`src/sfq_pkg.sv`:
```
// ----------------------------------------------------------------------------
// sfq_pkg: shared types and codes for the searchable FIFO queue
// Operation and status codes, and the command bundle sent to every cell.
// ----------------------------------------------------------------------------
`default_nettype none

package sfq_pkg;

  localparam logic [2:0] OP_IDLE    = 3'd0;
  localparam logic [2:0] OP_ENQUEUE = 3'd1;
  localparam logic [2:0] OP_DEQUEUE = 3'd2;
  localparam logic [2:0] OP_CLEAR   = 3'd3;
  localparam logic [2:0] OP_SEARCH  = 3'd4;

  localparam logic [1:0] ST_OK       = 2'd0;
  localparam logic [1:0] ST_EMPTY_RD = 2'd1;
  localparam logic [1:0] ST_FULL_WR  = 2'd2;

  // Per-cycle command broadcast to the cell row.
  typedef struct packed {
    logic enq;      // tail cell loads the new value
    logic deq;      // every cell takes its rear neighbor's value
    logic capture;  // every cell latches its compare result
    logic scan;     // match flags move one cell toward the front
  } cell_cmd_t;

endpackage

`default_nettype wire

```
`src/sfq_cell.sv`:
```
// ----------------------------------------------------------------------------
// sfq_cell: one queue slot
// Holds one entry and one match flag; shifts both toward the front.
// ----------------------------------------------------------------------------
`default_nettype none

module sfq_cell import sfq_pkg::*; #(
  parameter int DATA_WIDTH = 32
) (
  input  wire logic                  clk,
  input  wire cell_cmd_t             cmd,
  input  wire logic                  at_tail,
  input  wire logic                  in_range,
  input  wire logic [DATA_WIDTH-1:0] new_val,
  input  wire logic [DATA_WIDTH-1:0] nbr_val,
  input  wire logic                  nbr_match,
  output logic      [DATA_WIDTH-1:0] val,
  output logic                       match
);

  always_ff @(posedge clk) begin
    if (cmd.enq && at_tail) begin
      val <= new_val;
    end else if (cmd.deq) begin
      val <= nbr_val;
    end
  end

  always_ff @(posedge clk) begin
    if (cmd.capture) begin
      match <= in_range && (val == new_val);
    end else if (cmd.scan) begin
      match <= nbr_match;
    end
  end

endmodule

`default_nettype wire

```
`src/searchable_fifo_queue_top.sv`:
```
// ----------------------------------------------------------------------------
// searchable_fifo_queue_top: FIFO queue with key search
// Shift-register queue built from a row of cells; front is cell 0.
// ----------------------------------------------------------------------------
// Usage:
//   Input channel (in_valid/in_ready) carries one operation per beat:
//   idle, enqueue, dequeue, clear or search, with a value or search key.
//   Output channel (out_valid/out_ready) returns one result beat per input
//   beat: popped value, front and rear entries, count, flags, status.
// Flow:
//   Idle, enqueue, dequeue and clear finish in the accept cycle; the result
//   is registered and shown the next cycle, so one beat per cycle while
//   out_ready stays high. Search latches a compare flag in every cell,
//   then shifts the flags toward the front one cell per cycle until the
//   first set flag reaches cell 0, or on a miss until the flag of the
//   last entry has reached cell 0. in_ready stays low while the scan runs,
//   and the result is registered when it ends. An empty queue answers a
//   search at once; one item is in work at a time.
// Reset: count, rear register, scan state and out_valid clear; the cell
//   contents are left as they are (never read before written).
// Stall: in_ready drops while a search scans and while a result waits
//   without out_ready, so a stalled receiver holds the block.
// ----------------------------------------------------------------------------
`default_nettype none

module searchable_fifo_queue_top import sfq_pkg::*; #(
  parameter int DEPTH      = 16,
  parameter int DATA_WIDTH = 32
) (
  input  wire logic        clk,
  input  wire logic        rst,
  input  wire logic        in_valid,
  output logic             in_ready,
  input  wire logic [2:0]  operation,
  input  wire logic [31:0] value,
  output logic             out_valid,
  input  wire logic        out_ready,
  output logic      [31:0] popped_value,
  output logic      [31:0] front_value,
  output logic      [31:0] rear_value,
  output logic      [4:0]  entry_count,
  output logic             search_hit,
  output logic      [3:0]  search_position,
  output logic             is_empty,
  output logic             is_full,
  output logic      [1:0]  status
);

  localparam int CW = $clog2(DEPTH + 1);
  localparam int PW = $clog2(DEPTH);

  localparam logic S_IDLE = 1'b0;
  localparam logic S_SCAN = 1'b1;

  logic                  state, state_next;
  logic [CW-1:0]         count, count_next;
  logic [DATA_WIDTH-1:0] rear_val, rear_val_next;
  logic [PW-1:0]         scan_pos, scan_pos_next;

  logic                  accept;
  logic                  load_out;
  cell_cmd_t             cmd;
  logic [63:0]           val_wide;
  logic [DATA_WIDTH-1:0] val_in;

  logic [DATA_WIDTH-1:0] cell_val   [DEPTH];
  logic                  cell_match [DEPTH];

  // result being formed this cycle
  logic [DATA_WIDTH-1:0] res_popped, res_front;
  logic                  res_hit;
  logic [PW-1:0]         res_pos;
  logic [1:0]            res_status;

  assign val_wide = 64'(value);
  assign val_in   = val_wide[DATA_WIDTH-1:0];

  assign in_ready = (state == S_IDLE) && (!out_valid || out_ready);
  assign accept   = in_valid && in_ready;

  // cell row; the last cell sees an empty neighbor
  for (genvar i = 0; i < DEPTH; i++) begin : g_cell
    logic [DATA_WIDTH-1:0] nbr_val;
    logic                  nbr_match;
    if (i == DEPTH - 1) begin : g_last
      assign nbr_val   = '0;
      assign nbr_match = 1'b0;
    end else begin : g_mid
      assign nbr_val   = cell_val[i+1];
      assign nbr_match = cell_match[i+1];
    end
    sfq_cell #(.DATA_WIDTH(DATA_WIDTH)) u_cell (
      .clk      (clk),
      .cmd      (cmd),
      .at_tail  (count == CW'(i)),
      .in_range (CW'(i) < count),
      .new_val  (val_in),
      .nbr_val  (nbr_val),
      .nbr_match(nbr_match),
      .val      (cell_val[i]),
      .match    (cell_match[i])
    );
  end

  always_comb begin
    state_next    = state;
    count_next    = count;
    rear_val_next = rear_val;
    scan_pos_next = scan_pos;
    cmd           = '0;
    load_out      = 1'b0;
    res_popped    = '0;
    res_hit       = 1'b0;
    res_pos       = '0;
    res_status    = ST_OK;

    unique case (state)
      S_IDLE: begin
        if (accept) begin
          load_out = 1'b1;
          priority if (operation == OP_ENQUEUE) begin
            if (count == CW'(DEPTH)) begin
              res_status = ST_FULL_WR;
            end else begin
              cmd.enq       = 1'b1;
              count_next    = count + 1'b1;
              rear_val_next = val_in;
            end
          end else if (operation == OP_DEQUEUE) begin
            if (count == '0) begin
              res_status = ST_EMPTY_RD;
            end else begin
              cmd.deq    = 1'b1;
              res_popped = cell_val[0];
              count_next = count - 1'b1;
              if (count == CW'(1)) begin
                rear_val_next = '0;
              end
            end
          end else if (operation == OP_CLEAR) begin
            count_next    = '0;
            rear_val_next = '0;
          end else if (operation == OP_SEARCH) begin
            // empty queue: miss right away
            if (count != '0) begin
              cmd.capture   = 1'b1;
              load_out      = 1'b0;
              scan_pos_next = '0;
              state_next    = S_SCAN;
            end
          end else begin
            // idle and unused codes change nothing
          end
        end
      end
      S_SCAN: begin
        if (cell_match[0]) begin
          load_out   = 1'b1;
          res_hit    = 1'b1;
          res_pos    = scan_pos;
          state_next = S_IDLE;
        end else if ((CW'(scan_pos) + CW'(1)) >= count) begin
          load_out   = 1'b1;
          state_next = S_IDLE;
        end else begin
          cmd.scan      = 1'b1;
          scan_pos_next = scan_pos + 1'b1;
        end
      end
      default: state_next = S_IDLE;
    endcase

    // front entry after the operation
    if (count_next == '0) begin
      res_front = '0;
    end else if (cmd.enq && (count == '0)) begin
      res_front = val_in;
    end else if (cmd.deq) begin
      res_front = cell_val[1];
    end else begin
      res_front = cell_val[0];
    end
  end

  always_ff @(posedge clk) begin
    if (rst) begin
      state     <= S_IDLE;
      count     <= '0;
      rear_val  <= '0;
      scan_pos  <= '0;
      out_valid <= 1'b0;
    end else begin
      state    <= state_next;
      count    <= count_next;
      rear_val <= rear_val_next;
      scan_pos <= scan_pos_next;
      if (load_out) begin
        out_valid <= 1'b1;
      end else if (out_ready) begin
        out_valid <= 1'b0;
      end
    end
  end

  // result register; payload needs no reset
  logic [63:0] popped_wide, front_wide, rear_wide;
  logic [15:0] count_wide, pos_wide;

  assign popped_wide = 64'(res_popped);
  assign front_wide  = 64'(res_front);
  assign rear_wide   = 64'(rear_val_next);
  assign count_wide  = 16'(count_next);
  assign pos_wide    = 16'(res_pos);

  always_ff @(posedge clk) begin
    if (load_out) begin
      popped_value    <= popped_wide[31:0];
      front_value     <= front_wide[31:0];
      rear_value      <= rear_wide[31:0];
      entry_count     <= count_wide[4:0];
      search_hit      <= res_hit;
      search_position <= pos_wide[3:0];
      is_empty        <= (count_next == '0);
      is_full         <= (count_next == CW'(DEPTH));
      status          <= res_status;
    end
  end

endmodule

`default_nettype wire

```
`config.mk`:
```
export PLATFORM = sky130hd
export DESIGN_NAME = searchable_fifo_queue_top
export DESIGN_NICKNAME = d
export VERILOG_FILES = /design/src/sfq_pkg.sv /design/src/sfq_cell.sv /design/src/searchable_fifo_queue_top.sv
export SDC_FILE = /design/constraint.sdc
export NUM_CORES = 1
export LEC_CHECK = 0
export ABC_AREA = 1
export BUFFER_PORTS_ARGS = -buffer_cell sky130_fd_sc_hd__clkbuf_2
export CAP_MARGIN = 20
export CORE_ASPECT_RATIO = 1.5
export CORE_MARGIN = 2
export CORE_UTILIZATION = 50
export CTS_CLUSTER_SIZE = 28
export DETAILED_ROUTE_END_ITERATION = 16
export HOLD_SLACK_MARGIN = 0.03
export PLACE_DENSITY = 0.79
export SLEW_MARGIN = 40
export SYNTH_ARGS = -nofsm -noshare
export SYNTH_HDL_FRONTEND = slang
export SYNTH_HIERARCHICAL = 1
export SYNTH_SLANG_ARGS = --single-unit
```
`constraint.sdc`:
```
create_clock -name clk -period 6.79 [get_ports clk]
set_input_delay 0.3395 -clock clk [delete_from_list [all_inputs] [get_ports clk]]
set_output_delay 0.3395 -clock clk [all_outputs]
set_load 0.03 [all_outputs]
```
**Word-level counts from Yosys, hierarchy flattened**

Index checks and enable logic that the tools add are counted.

- Mux-type cells: 121
- Eq/ne operators: 45
- Reduce and logical (&&, ||, !) cells: 60
- Bitwise operators: 3
- Magnitude comparators: 17
- $add $sub $neg: 4

Operators with widths:

| cell | number |
|---|---|
| 2-to-1 mux 32 bit | 40 |
| == test 32 bit | 16 |
| 2-to-1 mux 1 bit | 58 |
| == test 5 x 4 -> 1 bit, second input constant | 8 |
| less-than comparator 4 x 5 -> 1 bit, first input constant | 8 |
| 2-to-1 mux 5 bit | 7 |
| logical AND 1 bit | 34 |
| nonzero test 2 bit | 17 |
| 2-to-1 mux 4 bit | 8 |
| == test 5 x 3 -> 1 bit, second input constant | 4 |
| less-than comparator 3 x 5 -> 1 bit, first input constant | 4 |
| != test 2 bit, second input constant | 6 |
| == test 5 x 2 -> 1 bit, second input constant | 2 |
| == test 5 bit, second input constant | 2 |
| logical NOT 5 bit | 2 |
| less-than comparator 1 x 5 -> 1 bit, first input constant | 2 |
| less-than comparator 2 x 5 -> 1 bit, first input constant | 2 |
| case mux 4 bit (2 select lines) | 1 |
| AND reduction 8 bit | 1 |
| == test 3 x 2 -> 1 bit, second input constant | 2 |
| 2-to-1 mux 2 bit | 3 |
| 2-to-1 mux 3 bit | 2 |
| adder 4 x 1 -> 5 bit, second input constant | 1 |
| adder 5 x 1 -> 5 bit, second input constant | 1 |
| other kinds (15) | 19 |

- Logic and storage cells: 296
- Register bits: 681
- Output and inout bits: 112

**Logic depth before layout (Yosys ltp)**

- Depth in word-level cells: 10
- Depth in mapped cells: 17
- Depth with buffers taken out: 16

**Hierarchy**

Netlist, hierarchy kept.

By module, submodules not included:

| module | cells an instance | instances | area an instance (um^2) | seq. area each (um^2) |
|---|---|---|---|---|
| sfq_cell | 223 | 16 | 1924.3 | 991.0 |
| searchable_fifo_queue_top | 821 | 1 | 7155.6 | 4164.0 |

**Worst setup path after synthesis**

Ideal clock, no wire load.

- Path kind: register to register
- Start: register scan_pos[0]
- End: register entry_count[0] (enable)
- Slack: 2.560 ns
- Data arrival time: 3.238 ns
- Setup time: 0.992 ns
- Clock period less this slack: 4.230 ns
- Stages on the path, launching flop included: 12
- Path buffers: 0
- Cells stage by stage: dfxtp_1 ha_1 xor2_1 ha_1 nand2_1 nand2_1 nand3_1 nand2_1 nor2_1 nand3_1 nand2_1 nand2_1

- Word-level cells in the longest chain between the ends: 5

Ends and longest elaborated chain:

| what | RTL line | RTL |
|---|---|---|
| start: declaration | searchable_fifo_queue_top.sv:58 | `logic [PW-1:0] scan_pos, scan_pos_next;` |
| start signal: assignment | searchable_fifo_queue_top.sv:196 | `scan_pos <= scan_pos_next;` |
| adder 4 x 1 -> 5 bit | searchable_fifo_queue_top.sv:162 | `end else if ((CW'(scan_pos) + CW'(1)) >= count) begin` |
| greater-or-equal comparator 5 bit | searchable_fifo_queue_top.sv:162 |  |
| 2-to-1 mux 1 bit | searchable_fifo_queue_top.sv:162 |  |
| 2-to-1 mux 1 bit | searchable_fifo_queue_top.sv:157 | `if (cell_match[0]) begin` |
| case mux 1 bit (2 select lines) | searchable_fifo_queue_top.sv:117 | `unique case (state)` |
| net load_out | searchable_fifo_queue_top.sv:61 | `logic load_out;` |
| end signal: assignment | searchable_fifo_queue_top.sv:220 | `entry_count <= count_wide[4:0];` |
| end: declaration | searchable_fifo_queue_top.sv:41 | `output logic [4:0] entry_count,` |

The timed path passes the listed nets, and every way through them passes these cells.
A chain may end at the register's enable or synchronous reset.

**Worst setup path in the final report**

- Start: register count[0]
- End: register front_value[13] (data pin)

- Word-level cells in the longest chain between the ends: 8

Ends and longest elaborated chain:

| what | RTL line | RTL |
|---|---|---|
| start: declaration | searchable_fifo_queue_top.sv:56 | `logic [CW-1:0] count, count_next;` |
| start signal: assignment | searchable_fifo_queue_top.sv:194 | `count <= count_next;` |
| parallel branches: the longest is 8 deep, another holds subtractor 5 x 1 -> 5 bit | n/a |  |
| end signal: assignment | searchable_fifo_queue_top.sv:218 | `front_value <= front_wide[31:0];` |
| end: declaration | searchable_fifo_queue_top.sv:39 | `output logic [31:0] front_value,` |

Parallel ways; which one is timed is not known.

==> reports/results.tsv <==
stage	metric	value	unit
outcome	status	completed	
floorplanning	die_h	341	µm
grt	antenna_found_initial	1	
critical_path	required	7.18	ns
placement	place_ws	2.68	ns
logic_synthesis	mappedNetlistArea	0.0379	mm²
clock_tree	postCtsSetupBuffers	0	
clock_tree	cts_sinks	681	
critical_path	rrSetupSlack	2.73	ns
floorplanning	row_count	123	
logic_synthesis	ys_seq_elements	681	
detailed_routing	drt-vias-per-instance	5.02	
grt	grt_usage	20.4	%
timing	min_period_over_period	59.7	%
critical_path	crit_arrival	4.45	ns
layout	stdcell_area	0.0421	mm²
critical_path	r2r_start	count[0]	
critical_path	worstSetupPathType	register to register	
logic_synthesis	ys_seq_area_share	52.8	%
clock_tree	numCtsBuffers	67	
detailed_routing	dr.pass1.iters	5	
logic_synthesis	yosys.cell_types.count	32	
power_and_ir_drop	power_density	219	mW/mm²
clock_tree	clk_pin_slew_worst_paths	0.07	ns
grt	grt_pass1_vias	27396	
timing	worst_pin_slew	0.842	ns
grt	grt_pass1_wl	131000	µm
timing	fin_tns_setup	0	ns
placement	dp_hpwl	58200	µm
layout	final_nets	4616	
detailed_routing	drt_wl_total	80700	µm
placement	io_buffers	150	
detailed_routing	drt-initial-drc-count	1780	
critical_path	cp_max_fo	66	
critical_path	cp-end-kind	register	
layout	drive_gt1_share	12.7	%
timing	slew_headroom	43.5	%
layout	fillCellCount	6451	
power_and_ir_drop	power.leakage	19.3	nW
floorplanning	ios	151	
floorplanning	start_util	50.5	%
critical_path	worstSetupStartpoint	count[0]	
floorplanning	die_w	229	µm
detailed_routing	via_count	28201	
critical_path	rr_worst_depth	13	
logic_synthesis	yosysWarningCount	6	
timing	drv_slew	0	
timing	worst_slack	2.73	ns
critical_path	worstSetupStartpointType	register	
timing	finalSetupViolCount	0	
layout	antenna_cells	0	
clock_tree	cts_hold_buf	0	
timing	rsz0062_at_grt	no	
detailed_routing	drtAntennaViolNets	0	
detailed_routing	drc	0	
logic_synthesis	syn_avg_cell_area	8.65	µm²
clock_tree	cts_root_buffer	clkbuf_16	
logic_synthesis	syn_inst	4389	
floorplanning	coreArea	0.0751	mm²
critical_path	endpoint	front_value[13]	
layout	final_common_cell	nand2_1	
clock_tree	cts-htree-levels	3	
clock_tree	tritoncts	yes	
placement	dpl_cell_area	0.0398	mm²
clock_tree	clockBufferDepth	3	
timing	max_freq	0.247	GHz
grt	grt.overflow.total	0	
timing	hold_viol	0	
placement	place.gp.congestion	0.861	
clock_tree	cts_resized	0	
clock_tree	clock_latency	0.63	ns
timing	worst_clock_skew	0.0242	ns
power_and_ir_drop	vdd.ir_drop.worst	185	µV
layout	area_growth_syn_to_layout	10.8	%
flow_run	maxCapViolCount	0	
critical_path	reg2reg_to	front_value[13]	
worst_hold_path	min_path_type	primary input to register	
detailed_routing	wl_per_cell	14.4	µm
layout	mostFrequentLayoutCells	1344 x nand2_1, 742 x inv_1, 638 x edfxtp_1, 373 x o21ai_0, 364 x nor2_1	
floorplanning	dieArea	0.0782	mm²
timing	fin_crit	4.06	ns
grt	grt_start_max_net_pins	71	
-- worst max-delay path: stages (launching register included) --
cell and delay (ns):
dfxtp_1 0.59, clkinv_1 0.40, ha_1 0.35, nand2_1 0.09
clkinv_1 0.06, nand2_1 0.08, nand2_1 0.09, nor2_4 0.46
buf_4 0.61, nand2_4 0.51, o21ai_0 0.28, o22ai_1 0.11
nand2_1 0.11, inv_2 0.04
-- stage by stage --
| step | instances | hold WS [ns] | util (%) | total power [mW] |
|---|---|---|---|---|
| after floorplan | 4421 | 0.455 | - | 5.29 |
| after global placement | 5496 | 0.466 | 53.0 | 5.55 |
| after detailed placement | 5496 | 0.477 | 53.0 | 5.57 |
| after CTS | 5616 | 0.146 | 55.9 | 9.27 |
| after global routing | 5617 | 0.174 | 56.0 | 9.52 |
| final | 5617 | 0.163 | 56.0 | 9.20 |
-- power by group --
group | internal [mW] | switching [mW] | leakage, nW | total [mW]
Clock | 2.09 | 1.62 | 1.06 | 3.71
Sequential | 4.66 | 0.0424 | 6.21 | 4.70
Combinational | 0.226 | 0.562 | 12.0 | 0.788
-- worst min path at each step --
stage | start | end | slack (ns) | cells after the start
after floorplan | scan_pos[3] | scan_pos[3] | 0.46 | 2
after global placement | scan_pos[3] | scan_pos[3] | 0.47 | 2
after detailed placement | scan_pos[3] | scan_pos[3] | 0.48 | 2
after global routing | out_ready | out_valid | 0.17 | 6
final | out_ready | out_valid | 0.16 | 6
after CTS | out_ready | out_valid | 0.15 | 6
-- logic make-up after synthesis --
kind of cell | share of synthesized area [%]
XOR/XNOR | 4.50
multiplexers | 6.33
buffers and inverters | 9.49
flip-flops | 52.8
adder cells (fa/ha/maj) | 0.363
other | 0.00988
AND/OR/NAND/NOR | 20.2
AO/OA/AOI/OAI | 6.34
-- synthesized netlist by cell type --
| cell | n | area, µm² |
|---|---|---|
| buf_4 | 4 | 30.0 |
| buf_1 | 2 | 7.51 |
| o21ai_0 | 373 | 1870 |
| nor4_1 | 1 | 6.26 |
| xnor2_1 | 160 | 1400 |
| conb_1 | 1 | 3.75 |
| inv_1 | 743 | 2790 |
| inv_2 | 35 | 131 |
| nor3_1 | 36 | 180 |
| clkbuf_1 | 43 | 161 |
| o32ai_2 | 1 | 16.3 |
| nand3_2 | 3 | 30.0 |
| a311oi_1 | 1 | 8.76 |
| clkinv_1 | 3 | 11.3 |
| or2_2 | 17 | 106 |
| dfxtp_1 | 43 | 861 |
| nor2_2 | 6 | 37.5 |
| xor2_1 | 35 | 307 |
| edfxtp_1 | 638 | 19200 |
| o21ai_1 | 19 | 95.1 |
| nor2_1 | 364 | 1370 |
| ha_1 | 11 | 138 |
| nand2_1 | 1347 | 5060 |
| nand2_2 | 17 | 106 |
| buf_6 | 17 | 191 |
| nand3_1 | 45 | 225 |
| mux2_4 | 16 | 240 |
| buf_2 | 56 | 280 |
| o22ai_1 | 48 | 300 |
| nand4_1 | 88 | 551 |
| mux2_2 | 192 | 2160 |
| a21oi_1 | 24 | 120 |
-- routing by layer --
| layer | track usage, % | vias to the layer above | routed length [µm] |
|---|---|---|---|
| met5 | 0 | - | 0 |
| met4 | 8.82 | 0 | 3000 |
| met3 | 2.38 | 166 | 3390 |
| met2 | 39.9 | 675 | 43500 |
| met1 | 21.7 | 12999 | 30800 |
| li1 | - | 14361 | - |
-- state kept, by name, indices dropped and copies added, names as in the netlist --
signal	count
count	5
entry_count	5
front_value	32
g_cell.u_cell/match	16
g_cell.u_cell/val	512
is_empty	1
is_full	1
out_valid	1
popped_value	32
rear_val	32
rear_value	32
scan_pos	4
search_hit	1
search_position	4
state	1
status	2
-- final cells by class --
cell class	instances	area (µm²)	share of cell area, %
clock buffers	87	1800	4.29
clock inverters	33	382	0.907
repair buffers	198	1140	2.70
multi-input cells	2837	14500	34.6
well taps	1000	1250	2.98
inverters	781	2930	6.97
flip-flops and latches	681	20000	47.6
Power figures use the tool's default switching activity.
